<file path="src/gcts_pkg.sv">
// ----------------------------------------------------------------------------
// gcts_pkg
// Types, codes and constants shared by the glyph cache tag store.
// ----------------------------------------------------------------------------
package gcts_pkg;

    localparam int TAG_W    = 13;
    localparam int TTL_W    = 2;
    localparam int CODE_W   = 14;
    localparam int STATUS_W = 2;
    localparam int SLOT_W   = 7;
    localparam int OFFSET_W = 19;
    localparam int BYTES_W  = 8;

    localparam int DOUBLE_BIT = 13;

    typedef logic [TAG_W-1:0]    tag_t;
    typedef logic [TTL_W-1:0]    ttl_t;
    typedef logic [CODE_W-1:0]   code_t;
    typedef logic [STATUS_W-1:0] status_t;
    typedef logic [SLOT_W-1:0]   slot_t;
    typedef logic [OFFSET_W-1:0] offset_t;
    typedef logic [BYTES_W-1:0]  bytes_t;

    localparam logic ACT_LOOKUP = 1'b0;
    localparam logic ACT_AGE    = 1'b1;

    localparam status_t ST_HIT  = 2'd0;
    localparam status_t ST_FILL = 2'd1;
    localparam status_t ST_FULL = 2'd2;
    localparam status_t ST_AGED = 2'd3;

    localparam ttl_t   TTL_FRESH    = 2'd2;
    localparam bytes_t SINGLE_BYTES = 8'h60;
    localparam bytes_t DOUBLE_BYTES = 8'h80;

    typedef struct packed {
        logic used;
        tag_t tag;
        ttl_t ttl;
    } entry_t;

    typedef struct packed {
        logic hit;
        logic free;
        logic age_wr;
        ttl_t ttl_dec;
    } match_t;

    // tag * 96 = tag * 64 + tag * 32
    function automatic offset_t single_offset(input tag_t t);
        return {t, 6'b0} + {1'b0, t, 5'b0};
    endfunction

    // low 12 tag bits * 128
    function automatic offset_t double_offset(input tag_t t);
        return {t[TAG_W-2:0], 7'b0};
    endfunction

endpackage

</file>
<file path="src/gcts_slot_ram.sv">
// ----------------------------------------------------------------------------
// gcts_slot_ram
// Slot tag/TTL memory, one read and one write per cycle, registered read.
// ----------------------------------------------------------------------------
module gcts_slot_ram import gcts_pkg::*; #(
    parameter int CACHE_SLOTS = 124
) (
    input  logic   clk,
    input  logic   rst_n,
    input  logic   rd_en,
    input  logic [((CACHE_SLOTS > 1) ? $clog2(CACHE_SLOTS) : 1)-1:0] rd_addr,
    output entry_t rd_q,
    input  logic   wr_en,
    input  logic [((CACHE_SLOTS > 1) ? $clog2(CACHE_SLOTS) : 1)-1:0] wr_addr,
    input  entry_t wr_data
);

    logic [TAG_W+TTL_W-1:0] mem [CACHE_SLOTS];
    logic [CACHE_SLOTS-1:0] vld_reg;
    logic [TAG_W+TTL_W-1:0] q_reg;
    logic                   used_q_reg;

    always_ff @(posedge clk)
    begin
        if (wr_en)
        begin
            mem[wr_addr] <= {wr_data.tag, wr_data.ttl};
        end
        if (rd_en)
        begin
            q_reg <= mem[rd_addr];
        end
    end

    // never-written slots read as free with a tag that never matches
    always_ff @(posedge clk or negedge rst_n)
    begin
        if (!rst_n)
        begin
            vld_reg    <= '0;
            used_q_reg <= 1'b0;
        end
        else
        begin
            if (wr_en)
            begin
                vld_reg[wr_addr] <= 1'b1;
            end
            if (rd_en)
            begin
                used_q_reg <= vld_reg[rd_addr];
            end
        end
    end

    assign rd_q.used = used_q_reg;
    assign rd_q.tag  = q_reg[TAG_W+TTL_W-1:TTL_W];
    assign rd_q.ttl  = used_q_reg ? q_reg[TTL_W-1:0] : '0;

endmodule

</file>
<file path="config.mk">
export PLATFORM = sky130hd
export DESIGN_NAME = gcts_slot_ram
export DESIGN_NICKNAME = d
export VERILOG_FILES = /design/src/gcts_pkg.sv /design/src/gcts_slot_ram.sv
export SDC_FILE = /design/constraint.sdc
export NUM_CORES = 2
export LEC_CHECK = 0
export BUFFER_PORTS_ARGS = -buffer_cell sky130_fd_sc_hd__buf_2
export CORE_MARGIN = 4
export CORE_UTILIZATION = 45
export CTS_BUF_LIST = sky130_fd_sc_hd__clkbuf_2 sky130_fd_sc_hd__clkbuf_4 sky130_fd_sc_hd__clkbuf_8
export DETAILED_ROUTE_END_ITERATION = 8
export PLACE_DENSITY_LB_ADDON = 0.25
export SYNTH_ARGS = -nofsm -noshare
export SYNTH_HDL_FRONTEND = slang
export SYNTH_SLANG_ARGS = --single-unit
</file>
<file path="constraint.sdc">
create_clock -name clk -period 2.6 [get_ports clk]
set_input_delay 0.52 -clock clk [delete_from_list [all_inputs] [get_ports clk]]
set_output_delay 0.52 -clock clk [all_outputs]
set_load 0.05 [all_outputs]
</file>
==> run summary <==
Finished Core Util - 0.542
initial antenna violation count - 7
commonest non-fill, non-tap cells in the layout - edfxtp_1 (1875), buf_4 (421), mux4_2 (412)
maxcap violations - 0
Hold Crit Depth - 2
worst slew pin tran - 0.738 ns
cell area after layout - 92900 sq um
vias in the first global route - 41200
drt pass-1 iters - 5
CTS buffer count - 341
Worst Setup Start Kind - flip-flop
Max Slew Vio Count - 0
Clock power frac - 0.406
vias per cell - 5.82
core area - 171000 sq um
Flop pwr share - 0.528
Crit Reg-Reg Startpoint - mem[17][10]
Die Ht - 423 um
busiest grt layer - met2
post-route minimum period - 2.54 ns
I/O pin cnt - 50
Hold Crit Class - input pin to flip-flop
Synth-to-Final Area Change - 19.9%
WL per Instance - 30.0 um
Via Count - 41100
Crit Path Max Fanout - 1
CTS tree - built
Tot GR Track Use - 0.236
Hold Startpoint - wr_data[3]
Final Setup Violations - 0
post-detail-place hpwl - 135000 um
Critical Path AT - 3.34 ns
Remaining Overflow, GRT - 0
GR Util met2 - 0.369
met3 Use GR - 0.0441
CP max stage delay - 0.57 ns
RSZ-0062 raised after global routing - no
register bit total from synthesis - 2000
Rows - 152
reg2reg setup slack - 0.06 ns
final wirelength - 212000 um
peak supply drop - 0.490 mV
pwr dens - 730 nW/um^2
r2r worst-path depth - 7
Post-DP Area - 86000 sq um
GR Layer Usage met1 - 0.333
CTS sink cnt - 2000
violated checks - antenna rules
Distinct cells, synth - 54
Clock Tree Buf Depth - 4
Starting Density - 0.452
final cell count without fillers - 7067
critical path endpoint category - flip-flop
commonest non-fill, non-tap cell in the layout - edfxtp_1
# nets final - 4522
H-tree depth - 5
CTS root buffer - clkbuf_8
largest net degree at the start of global routing - 125
Post-Syn Area - 77500 sq um
CTS clk-pin slew, worst paths - 0.07 ns
required time at the worst-slack endpoint - 3.40 ns
Cells after Synth - 3710
combinational share of power - 0.066
Top FF cell, synth - edfxtp_1
Int Pwr - 52700 uW
DRC Markers - 0
sw frac - 0.223
Pwr Total - 67800 uW
worst-path cell chain - mux4_2 > nand2_1 > a21oi_1 > a2111oi_0 > nor3_1 > buf_4 > o311a_1
Slowest-stage cell, CP - a2111oi_0
sequential fraction of the synthesis area - 0.767
syn_area_per_cell - 20.9 sq um
syn nets - 3744
fin crit share - 0.977
Port Buffers - 48
Hold Vio Cnt, Final - 0
yosys warns - 0
routability cong. - 0.843
Final Skew - 0.107 ns
setup tns final - 0 ns
share of layout cells above drive strength 1 - 0.371
relative slew slack - 0.495
Async SR Flop Fraction - 0.0625
worst hold path endpoint - mem[65][3]
Leak Pwr - 0.0318 uW
clk_lat worst skew - 1.06 ns
setup bufs post-CTS - 0
Post-synth EDFFs - 1875
worst reg2reg path endpoint - q_reg[10]
f_max - 394 MHz
Post-DRT Antenna Nets - 1
initial drt markers - 4501
outcome - finished with violations
P_sw - 15100 uW
DIE WIDTH - 423 um
critical path type - flip-flop to flip-flop
Post-Place Cells - 6437
Die ar. - 179000 sq um
global-route wire length before repair - 303000 um
max reg flops - 1860
-- cell families (layout without fill, tap and decap cells) --
group | Yosys count | count (layout) | synth area share
AND/OR/NAND/NOR | 486 | 486 | 0.0302
buffers and inverters | 223 | 1258 | 0.0184
flip-flops | 2000 | 2000 | 0.767
AO/OA/AOI/OAI | 345 | 345 | 0.0303
multiplexers | 656 | 656 | 0.154
other | 0 | 12 | 0
-- synth_stat cells, drive strengths merged (4+ instances only) --
| library cell | instances | share of area |
|---|---|---|
| a211o | 6 | 0.00068 |
| mux4 | 423 | 0.12 |
| a22oi | 27 | 0.0026 |
| o22ai | 62 | 0.0050 |
| o311a | 6 | 0.00078 |
| nand2b | 6 | 0.00048 |
| a2111oi | 44 | 0.0053 |
| a31oi | 8 | 0.00065 |
| a221oi | 5 | 0.00057 |
| nor2 | 138 | 0.0067 |
| mux2 | 12 | 0.0017 |
| clkbuf | 90 | 0.0044 |
| mux2i | 221 | 0.029 |
| o21ai | 47 | 0.0030 |
| nor3b | 7 | 0.00068 |
| or2 | 127 | 0.010 |
| nand3 | 25 | 0.0016 |
| and2 | 6 | 0.00048 |
| o221ai | 24 | 0.0027 |
| nor2b | 19 | 0.0015 |
| edfxtp | 1875 | 0.73 |
| nor3 | 16 | 0.0010 |
| a211oi | 12 | 0.0012 |
| a21oi | 80 | 0.0052 |
| buf | 131 | 0.014 |
| dfrtp | 125 | 0.040 |
| a32oi | 4 | 0.00045 |
| nand2 | 128 | 0.0062 |
| nand4 | 5 | 0.00040 |
| o211ai | 6 | 0.00058 |
| a22o | 5 | 0.00057 |
-- metal layers --
metal	wire (um)	share of wire
met4	8760	0.041
met1	86200	0.41
met5	27	0.00013
met3	16100	0.076
met2	101000	0.48
-- worst max-delay path, delay by kind of cell (launching register included) --
kind | cells | cell delay, ns
compound gates | 3 | 0.98
buf+inv | 1 | 0.18
simple gates | 2 | 0.27
flops | 1 | 0.37
mux | 1 | 0.49
-- power groups by stage --
stage	Sequential (uW)	Combinational [uW]	Clock (uW)
after floorplan	36400	2180	0
after global placement	36500	4410	0
after detailed placement	36500	4460	0
after CTS	35800	4500	28000
after global routing	35800	4700	29600
final	35800	4470	27500
-- through the flow --
stage	hold slack, ns	setup WS, ns
after floorplan	0.224	0.00138
after global placement	0.443	-1.57
after detailed placement	0.450	-0.878
after CTS	0.0622	0.00210
after global routing	0.0979	0.00189
final	0.142	0.0598
-- area by class of cell --
type | count | area, sq um
flip-flops and latches | 2000 | 59400
well taps | 2310 | 2890
diodes | 12 | 30.0
clock buffers | 489 | 5950
multi-input cells | 1487 | 16700
clock inverters | 111 | 644
fillers | 13100 | 78500
repair buffers | 656 | 7210
inverters | 2 | 10.0
-- how the worst max path moves through the flow --
stage | cells past startpoint | start | slack (ns) | endpoint
after floorplan | 9 | rd_addr[0] | 0.001 | q_reg[11]
after global placement | 8 | rd_addr[0] | -1.57 | q_reg[10]
after detailed placement | 10 | rd_addr[0] | -0.88 | q_reg[10]
after CTS | 1 | q_reg[3] | 0.002 | rd_q[3]
after global routing | 7 | mem[38][9] | 0.002 | q_reg[9]
final | 7 | mem[17][10] | 0.06 | q_reg[10]
-- what timing repair did --
item,4_1_cts,5_1_grt
setup endpoints to repair,2,3
hold buffers,18,0
hold endpoints to repair,407,0
resized for setup,2,4
Power figures use the tool's default switching activity.
