===== config.mk =====
export PLATFORM = sky130hd
export DESIGN_NAME = gcts_match_unit
export DESIGN_NICKNAME = d
export VERILOG_FILES = /design/src/gcts_pkg.sv /design/src/gcts_match_unit.sv
export SDC_FILE = /design/constraint.sdc
export NUM_CORES = 1
export LEC_CHECK = 0
export CORE_AREA = 2 2 39 41
export DETAILED_ROUTE_END_ITERATION = 16
export DIE_AREA = 0 0 41 43
export DONT_BUFFER_PORTS = 1
export PLACE_DENSITY_LB_ADDON = 0.3
export SYNTH_ARGS = -nofsm -noshare
export SYNTH_HDL_FRONTEND = slang
export SYNTH_SLANG_ARGS = --single-unit

===== constraint.sdc =====
create_clock -name vclk -period 3.25
set_input_delay 0.325 -clock vclk [all_inputs]
set_output_delay 0.325 -clock vclk [all_outputs]
set_load 0.01 [all_outputs]

===== src/gcts_pkg.sv =====
// ----------------------------------------------------------------------------
// gcts_pkg
// Types, codes and constants shared by the glyph cache tag store.
// ----------------------------------------------------------------------------
package gcts_pkg;

    localparam int TAG_W    = 13;
    localparam int TTL_W    = 2;
    localparam int CODE_W   = 14;
    localparam int STATUS_W = 2;
    localparam int SLOT_W   = 7;
    localparam int OFFSET_W = 19;
    localparam int BYTES_W  = 8;

    localparam int DOUBLE_BIT = 13;

    typedef logic [TAG_W-1:0]    tag_t;
    typedef logic [TTL_W-1:0]    ttl_t;
    typedef logic [CODE_W-1:0]   code_t;
    typedef logic [STATUS_W-1:0] status_t;
    typedef logic [SLOT_W-1:0]   slot_t;
    typedef logic [OFFSET_W-1:0] offset_t;
    typedef logic [BYTES_W-1:0]  bytes_t;

    localparam logic ACT_LOOKUP = 1'b0;
    localparam logic ACT_AGE    = 1'b1;

    localparam status_t ST_HIT  = 2'd0;
    localparam status_t ST_FILL = 2'd1;
    localparam status_t ST_FULL = 2'd2;
    localparam status_t ST_AGED = 2'd3;

    localparam ttl_t   TTL_FRESH    = 2'd2;
    localparam bytes_t SINGLE_BYTES = 8'h60;
    localparam bytes_t DOUBLE_BYTES = 8'h80;

    typedef struct packed {
        logic used;
        tag_t tag;
        ttl_t ttl;
    } entry_t;

    typedef struct packed {
        logic hit;
        logic free;
        logic age_wr;
        ttl_t ttl_dec;
    } match_t;

    // tag * 96 = tag * 64 + tag * 32
    function automatic offset_t single_offset(input tag_t t);
        return {t, 6'b0} + {1'b0, t, 5'b0};
    endfunction

    // low 12 tag bits * 128
    function automatic offset_t double_offset(input tag_t t);
        return {t[TAG_W-2:0], 7'b0};
    endfunction

endpackage


===== src/gcts_match_unit.sv =====
// ----------------------------------------------------------------------------
// gcts_match_unit
// Shared per-slot compare: tag match, free test and TTL decrement.
// ----------------------------------------------------------------------------
module gcts_match_unit import gcts_pkg::*; (
    input  logic   dbl,
    input  tag_t   tag,
    input  logic   has_prev,
    input  entry_t prev,
    input  entry_t cur,
    output match_t m
);

    logic cur_eq;
    logic prev_eq;
    logic cur_free;
    logic prev_free;

    assign cur_eq    = cur.used && (cur.tag == tag);
    assign prev_eq   = prev.used && (prev.tag == tag);
    assign cur_free  = (cur.ttl == '0);
    assign prev_free = (prev.ttl == '0);

    // double width tests the pair (prev, cur)
    assign m.hit     = dbl ? (has_prev && prev_eq && cur_eq) : cur_eq;
    assign m.free    = dbl ? (has_prev && prev_free && cur_free) : cur_free;
    assign m.age_wr  = !cur_free;
    assign m.ttl_dec = cur.ttl - 1'b1;

endmodule


==> results of run 1 <==
-- worst max path at each step --
stage | from | end | slack, ns | depth (start not counted)
after global placement | tag[4] | m[4] | 1.31 | 4
final | tag[5] | m[4] | 1.32 | 4
after global routing | tag[10] | m[4] | 1.22 | 4
after CTS | tag[5] | m[4] | 1.30 | 4
after floorplan | tag[1] | m[4] | 1.38 | 4
after detailed placement | tag[5] | m[4] | 1.30 | 4
-- synthesized netlist by cell type (all sizes together) --
cell | instances | share of area [%]
a2111oi | 1 | 4.4
xnor2 | 22 | 57
a21oi | 1 | 1.5
nor4 | 1 | 1.9
xor2 | 4 | 10
nand4 | 5 | 9.3
nor2 | 1 | 1.1
inv | 4 | 4.4
nand2 | 1 | 1.1
nand3 | 2 | 3.0
or4 | 1 | 2.2
ha | 1 | 3.7
-- report_power, final --
group | internal (W) | switching (W)
logic | 0.0000239 | 0.0000144
clock network | 0 | 0
registers | 0 | 0
-- through the flow --
| step | utilization, % | hold slack, ns |
|---|---|---|
| after global routing | 25.9 | 0.713 |
| after CTS | 25.9 | 0.708 |
| after detailed placement | 25.9 | 0.709 |
| final | 25.9 | 0.707 |
| after floorplan | - | 0.703 |
| after global placement | 25.9 | 0.708 |
-- logic make-up (layout without fill, tap and decap cells) --
logic type                 Yosys count  count (layout)
and+or+nand+nor                     11              11
AOI/OAI and AO/OA                    2               2
buffers and inverters                4               4
adders and majority gates            1               1
xor gates and xnor gates            26              26
-- final cells by class --
cell class | instances | share of cell area [%]
multi-input cells | 40 | 90.2
well taps | 16 | 5.59
inverters | 4 | 4.20
-- per-layer routing --
| layer | global-route usage, % | vias to the layer above | wire, um | share of wire (%) |
|---|---|---|---|---|
| met3 | 0 | 0 | 105 | 14 |
| met2 | 15.0 | 26 | 419 | 55 |
| li1 | - | 149 | - | - |
| met1 | 12.0 | 120 | 239 | 31 |
| met5 | 0 | - | 0 | 0 |
| met4 | 0 | 0 | 0 | 0 |
==> flow_metrics.env, run 1 <==
export IMPL_status="finished, final reports clean"
export IMPL_grt_pass1_wl_um=1100
export IMPL_synth_cells=44
export IMPL_core_um2=1380
export IMPL_path_delay_family="simple AND/OR/NAND/NOR gates"
export IMPL_hpwl_um=754
export IMPL_slew_headroom_pct=70.8
export IMPL_report_final_slew_viol_count=0
export IMPL_syn_area_per_cell_um2=7.68
export IMPL_final_nets=94
export IMPL_core_rowCount=14
export IMPL_cpMaxStageDelayCell="or4_1"
export IMPL_fin_area_um2=358
export IMPL_synth_mux_area_share_pct=0
export IMPL_ys_seq_area_share_pct=0
export IMPL_syn_to_final_growth_pct=5.93
export IMPL_synth_simple_area_share_pct=18.5
export IMPL_grt_pass1_vias=288
export IMPL_drc=0
export IMPL_min_path_type="in -> out"
export IMPL_wl_um=764
export IMPL_dp_slack_ns=1.30
export IMPL_synthAdderAreaFrac_pct=3.70
export IMPL_placed_area_um2=358
export IMPL_first_pass_iters=1
export IMPL_holdBufCountCts=0
export IMPL_cts_resized=0
export IMPL_crit_fanout=2
export IMPL_drt_iter0_drc=0
export IMPL_synth_top_family_by_area="XOR/XNOR gates"
export IMPL_dp_cells=60
export IMPL_synth_compound_area_share_pct=5.93
export IMPL_vias=295
export IMPL_cellLeakagePower_nw=0.0987
export IMPL_ys_types=12
export IMPL_num_fill_cells=172
export IMPL_crit_buf_inv=0
export IMPL_antennaDiodeCount=0
export IMPL_holdPathStages=1
export IMPL_num_io_pins=52
export IMPL_holdCritStartpoint="cur[0]"
export IMPL_antenna_found_initial=0
export IMPL_drv_cap=0
export IMPL_final_cell_mix="xnor2_1, nand4_1, inv_1, xor2_1, nand3_1"
export IMPL_final_common_cell="xnor2_1"
export IMPL_fin_cells=60
export IMPL_synth_nets=92
export IMPL_period_minus_slack_ns=1.93
export IMPL_finalHoldViolCount=0
export IMPL_routabilityCongestion=0.567
export IMPL_fp_dieW_um=41
export IMPL_worst_pin_slew_ns=0.437
export IMPL_crit_chain="xnor2_1 > nand4_1 > or4_1 > a2111oi_2"
export IMPL_power_per_cell_area_nw_per_um2=107
export IMPL_max_vdd_ir_drop_mv=0.0321
export IMPL_grtUsageTotal_pct=8.59
export IMPL_wl_per_cell_um=12.7
export IMPL_grt_max_degree=3
export IMPL_drive_above_1_share_pct=2.27
export IMPL_start_util_pct=24.4
export IMPL_cts_setup_buffers=0
export IMPL_fmax_ghz=0.518
export IMPL_seq_cells=0
export IMPL_clkbuf_count=0
export IMPL_die_area_um2=1760
export IMPL_regArea_um2=0
export IMPL_setup_violations=0
export IMPL_endpoint_kind="primary output"
export IMPL_viasPerCell=4.92
export IMPL_crit_type="in -> out"
export IMPL_min_to="m[0]"
export IMPL_critPathLaunchType="primary input"
export IMPL_fin_ws_ns=1.32
export IMPL_grt_overflow_total=0
export IMPL_fin_crit_sh_pct=59.4
export IMPL_crit_arrival_ns=1.60
export IMPL_cpPeakStageDelay_ns=0.54
export IMPL_portBuffers=0
export IMPL_setup_tns_ns=0
export IMPL_synth_warning_count=0
export IMPL_synthXorXnorAreaFrac_pct=67.4
export IMPL_required_ns=2.92
export IMPL_multi_input_area_um2=323
export IMPL_rsz0062_at_grt="no"
export IMPL_synth_area_um2=338
export IMPL_power_w=0.0000383
export IMPL_drtAntennaViolNets=0
export IMPL_die_y_um=43
(Power assumes the default switching activity.)
==> run 2, diff against run 1 <==
Settings changed: ABC_AREA set to 1.
Clock period 3.25 ns to 1.62 ns, I/O delays scaled along.
==> run 2 against run 1 <==
Against the previous run: die area unchanged; first-iteration DRC count increased by 3; non-clock buffer count unchanged; hold slack got worse by 0.33 ns; synthesized area increased by 61%; power increased to 2.6 times the previous value; global-route usage increased by 6.3 points; synthesized cell count increased to 3.0 times the previous value; critical endpoint unchanged.
==> flow_metrics.env, run 2 <==
export IMPL_synth_mux_area_share_pct=0
export IMPL_synth_area_um2=543
export IMPL_report_final_slew_viol_count=0
export IMPL_synthXorXnorAreaFrac_pct=3.23
export IMPL_synth_simple_area_share_pct=61.8
export IMPL_path_delay_family="simple AND/OR/NAND/NOR gates"
export IMPL_grt_pass1_vias=610
export IMPL_drtAntennaViolNets=0
export IMPL_fmax_ghz=1.01
export IMPL_synth_most_common_cell="nand2_1"
export IMPL_synth_area_leader_cell="nand2_1"
export IMPL_drive_above_1_share_pct=5.30
export IMPL_synth_compound_area_share_pct=8.53
export IMPL_status="finished, final reports clean"
export IMPL_syn_to_final_growth_pct=3.69
export IMPL_drv_cap=0
export IMPL_multi_input_area_um2=412
export IMPL_fin_crit_sh_pct=61.1
export IMPL_grt_max_degree=4
export IMPL_num_fill_cells=166
export IMPL_slew_headroom_pct=82.3
export IMPL_crit_buf_inv=1
export IMPL_fp_dieW_um=41
export IMPL_endpoint_kind="primary output"
export IMPL_worst_pin_slew_ns=0.266
export IMPL_antennaDiodeCount=0
export IMPL_wl_per_cell_um=8.44
export IMPL_use_met1_pct=17.1
export IMPL_regArea_um2=0
export IMPL_grt_pass1_wl_um=1960
export IMPL_crit_arrival_ns=0.83
export IMPL_seq_cells=0
export IMPL_portBuffers=0
export IMPL_cpMaxStageDelayCell="a21oi_2"
export IMPL_synth_top_area_share_pct=45.6
export IMPL_ys_seq_area_share_pct=0
export IMPL_final_cell_mix="nand2_1, inv_1, nor2_1, inv_2, o21ai_1"
export IMPL_grtUsageTotal_pct=14.9
export IMPL_cellLeakagePower_nw=0.414
export IMPL_setup_tns_ns=0
export IMPL_crit_top_cell="nand2_1"
export IMPL_antenna_found_initial=0
export IMPL_synth_warning_count=0
export IMPL_max_vdd_ir_drop_mv=0.0773
export IMPL_start_util_pct=39.2
export IMPL_groute_layer_met3_usage_pct=0.524
export IMPL_crit_type="in -> out"
export IMPL_cpPeakStageDelay_ns=0.18
export IMPL_cts_setup_buffers=0
export IMPL_required_ns=1.46
export IMPL_setup_violations=0
export IMPL_use_met2_pct=28.4
export IMPL_finalHoldViolCount=0
export IMPL_crit_fanout=3
export IMPL_synthAdderAreaFrac_pct=2.30
export IMPL_grt_overflow_total=0
export IMPL_cts_resized=0
export IMPL_drc=0
export IMPL_vias=671
export IMPL_syn_area_per_cell_um2=4.11
export IMPL_ys_types=14
export IMPL_power_per_cell_area_nw_per_um2=178
export IMPL_period_minus_slack_ns=0.990
export IMPL_synth_top_family_by_area="simple AND/OR/NAND/NOR gates"
export IMPL_routabilityCongestion=0.731
export IMPL_viasPerCell=4.53
export IMPL_critPathLaunchType="primary input"
export IMPL_first_pass_iters=3
export IMPL_die_y_um=43
export IMPL_rsz0062_at_grt="no"
export IMPL_holdBufCountCts=0
export IMPL_synthTopCellsByArea="nand2_1, inv_1, nor2_1"
export IMPL_core_um2=1380
export IMPL_synth_common_cells="nand2_1, inv_1, nor2_1, inv_2, o21ai_1"
export IMPL_crit_chain="inv_1 > nand2_1 > nand2_1 > nor2_2 > nand2_1 > nor2_1 > nand2_1 > a21oi_2"
export IMPL_clkbuf_count=0
export IMPL_wl_um=1250
export IMPL_core_rowCount=14
export IMPL_die_area_um2=1760
export IMPL_final_nets=182
export IMPL_synth_cells=132
export IMPL_fin_util_pct=40.7
export IMPL_final_common_cell="nand2_1"
export IMPL_min_path_type="in -> out"
export IMPL_drt_iter0_drc=3
export IMPL_grt_busiest_layer="met2"
export IMPL_hpwl_um=1200
export IMPL_whs_ns=0.380
export IMPL_synth_nets=180
export IMPL_num_io_pins=52
[run 2: cell count changes in the layout (fill, tap and decap cells not counted), sizes merged]
cell / before / now
a2111oi: 1 / 0
a21oi: 1 / 2
or4: 1 / 0
o211ai: 0 / 1
nand3: 2 / 0
xnor2: 22 / 0
nand4: 5 / 1
nor2: 1 / 18
nor4: 1 / 0
xor2: 4 / 2
o21ai: 0 / 5
inv: 4 / 35
nand2: 1 / 67
[run 2: layout make-up]
type	count	share of cell area, %
Inverter	35	23.3
Multi-Input combinational cell	97	73.1
Tap cell	16	3.56
[run 2: report_power, final]
| group | internal (W) | switching [W] |
|---|---|---|
| clock | 0 | 0 |
| combinational | 0.0000420 | 0.0000582 |
| sequential | 0 | 0 |
| total | 0.0000420 | 0.0000582 |
[run 2: worst paths after layout]
kind	start	endpoint	slack, ns	depth (start not counted)
min	dbl	m[4]	0.38	1
max	tag[3]	m[4]	0.63	8
[run 2: cells by family (layout without fill, tap and decap cells)]
logic type / count (synthesis) / after routing
simple gates: 86 / 86
xor+xnor: 2 / 2
buf+inv: 35 / 35
fa+ha+maj: 1 / 1
compound gates: 8 / 8
[run 2: per-stage QoR]
step	instance area (um2)	worst slack, ns	total power, W	instances
floorplan	543	0.725	0.0000875	132
global placement	563	0.653	0.0000996	148
detailed placement	563	0.619	0.000102	148
CTS	563	0.618	0.000102	148
global route	563	0.518	0.000121	148
finish	563	0.630	0.000100	148
[run 2: routing by layer]
metal / vias up / routed length, um / part of all wire, %
li1: 375 / - / -
met1: 257 / 482 / 39
met2: 37 / 589 / 47
met3: 2 / 164 / 13
met4: 0 / 14 / 1.1
met5: - / 0 / 0
==> run 3, diff against run 2 <==
Clock period 1.62 ns to 0.9 ns, I/O delays scaled along.
==> run 3 against run 2 <==
Against the previous run: power rose by 99%; non-clock buffer count rose by 1; global-route usage fell by 0.10 points; die area did not move; count of clock-buffer cells in the layout did not move; combinational power rose by 100%; first-iteration DRC count rose by 130%; sequential cell count did not move; final cell count rose by 0.68%; final area rose by 8.2%; critical path depth fell by 2; wire length rose by 2.9%; critical path type unchanged.
==> flow_metrics.env, run 3 (synthesized netlist as in run 2, its figures left out) <==
export IMPL_status="finished, final reports clean"
export IMPL_grt_pass1_vias=616
export IMPL_min_to="m[4]"
export IMPL_seq_cells=0
export IMPL_rsz0062_at_grt="yes"
export IMPL_fin_crit_sh_pct=91.8
export IMPL_wl_per_cell_um=8.62
export IMPL_met3WireLength_um=162
export IMPL_worst_pin_slew_ns=0.267
export IMPL_cts_setup_buffers=0
export IMPL_final_common_cell="nand2_1"
export IMPL_hpwl_um=1180
export IMPL_required_ns=0.81
export IMPL_grt_overflow_total=0
export IMPL_fp_dieW_um=41
export IMPL_core_rowCount=14
export IMPL_comb_power_share_pct=100.0
export IMPL_grt_max_degree=4
export IMPL_crit_arrival_ns=0.74
export IMPL_finalHoldViolCount=0
export IMPL_met2_length_um=633
export IMPL_holdPathStages=1
export IMPL_endpoint_kind="primary output"
export IMPL_dp_slack_ns=0.0573
export IMPL_holdCritStartpoint="dbl"
export IMPL_setup_violations=0
export IMPL_grt_pass1_wl_um=1950
export IMPL_final_nets=183
export IMPL_antenna_found_initial=0
export IMPL_power_share_clock_pct=0
export IMPL_num_io_pins=52
export IMPL_cellLeakagePower_nw=0.416
export IMPL_crit_fanout=1
export IMPL_max_vdd_ir_drop_mv=0.136
export IMPL_antennaDiodeCount=0
export IMPL_setup_tns_ns=0
export IMPL_intPower_w=0.0000894
export IMPL_drtAntennaViolNets=0
export IMPL_report_final_slew_viol_count=0
export IMPL_portBuffers=0
export IMPL_slew_headroom_pct=82.3
export IMPL_crit_start="cur[11]"
export IMPL_highest_layer="met4"
export IMPL_clkbuf_count=0
export IMPL_drv_cap=0
export IMPL_wl_met1_um=475
export IMPL_sw_frac_of_total_pct=55.3
export IMPL_drive_above_1_share_pct=19.5
export IMPL_die_area_um2=1760
export IMPL_vias=703
export IMPL_routabilityCongestion=0.732
export IMPL_critPathLaunchType="primary input"
export IMPL_first_pass_iters=4
export IMPL_crit_type="in -> out"
export IMPL_drc=0
export IMPL_final_cell_mix="nand2_1, inv_1, nor2_1, inv_2, nand2_2"
export IMPL_start_util_pct=39.2
export IMPL_fmax_ghz=1.21
export IMPL_power_per_cell_area_nw_per_um2=328
export IMPL_wl_um=1290
export IMPL_core_um2=1380
export IMPL_fin_ws_ns=0.0742
export IMPL_p_switching_w=0.000110
export IMPL_die_y_um=43
export IMPL_holdBufCountCts=0
export IMPL_syn_to_final_growth_pct=12.2
export IMPL_seq_power_share_pct=0
export IMPL_drt_iter0_drc=7
export IMPL_grtUsageTotal_pct=14.8
export IMPL_viasPerCell=4.72
export IMPL_min_path_type="in -> out"
export IMPL_period_minus_slack_ns=0.826
export IMPL_regArea_um2=0
[run 3: cell types whose count changed in the layout (fill, tap and decap cells not counted)]
| cell | change |
|---|---|
| inv_2 | +5 |
| buf_4 | +1 |
| nor2_2 | +1 |
| o21ai_2 | +1 |
| o21ai_1 | -1 |
| nor2_1 | -1 |
| nand2_4 | +1 |
| nand2_2 | +6 |
| nand2_1 | -7 |
| inv_4 | +4 |
| inv_1 | -9 |
[run 3: stage by stage]
stage          instance area [um2]  instances  util (%)  hold WS (ns)  total power, W
6_report                       609        149      44.0         0.231        0.000200
5_1_grt                        609        149      44.0         0.235        0.000237
4_1_cts                        571        149      41.2         0.237        0.000186
3_5_place_dp                   571        149      41.2         0.237        0.000186
3_3_place_gp                   571        149      41.2         0.240        0.000183
2_1_floorplan                  543        132         -         0.231        0.000158
[run 3: power groups by stage]
stage	clock [W]	sequential, W	combinational, W
2_1_floorplan	0	0	0.000158
3_3_place_gp	0	0	0.000183
3_5_place_dp	0	0	0.000186
4_1_cts	0	0	0.000186
5_1_grt	0	0	0.000237
6_report	0	0	0.000200
[run 3: worst max-delay path by stage]
| stage | to | slack, ns | cells after the start |
|---|---|---|---|
| finish | m[4] | 0.07 | 6 |
| global route | m[4] | -0.002 | 8 |
| CTS | m[4] | 0.06 | 8 |
| detailed placement | m[4] | 0.06 | 8 |
| global placement | m[4] | 0.08 | 8 |
| floorplan | m[4] | 0.15 | 8 |
[run 3: layer usage]
| metal | vias up | global-route usage (%) |
|---|---|---|
| li1 | 377 | - |
| met3 | 2 | 0.524 |
| met2 | 39 | 26.6 |
| met4 | 0 | 3.33 |
| met1 | 285 | 18.0 |
| met5 | - | 0 |
[run 3: worst max-delay path: stages]
cell,delay (ns)
xor2_1,0.14
nor2_1,0.11
nand2_1,0.06
nor2_1,0.10
nand2_1,0.07
a21oi_2,0.16
[run 3: what timing repair did]
action | in CTS | in global routing
resized for setup | 0 | 23
hold endpoints to repair | 0 | 0
setup endpoints to repair | 0 | 1
[run 3: area by class of cell]
class	count	area [um2]
Multi-Input combinational cell	97	440
Tap cell	16	20.0
Inverter	35	141
Timing Repair Buffer	1	7.51
Fill cell	174	774
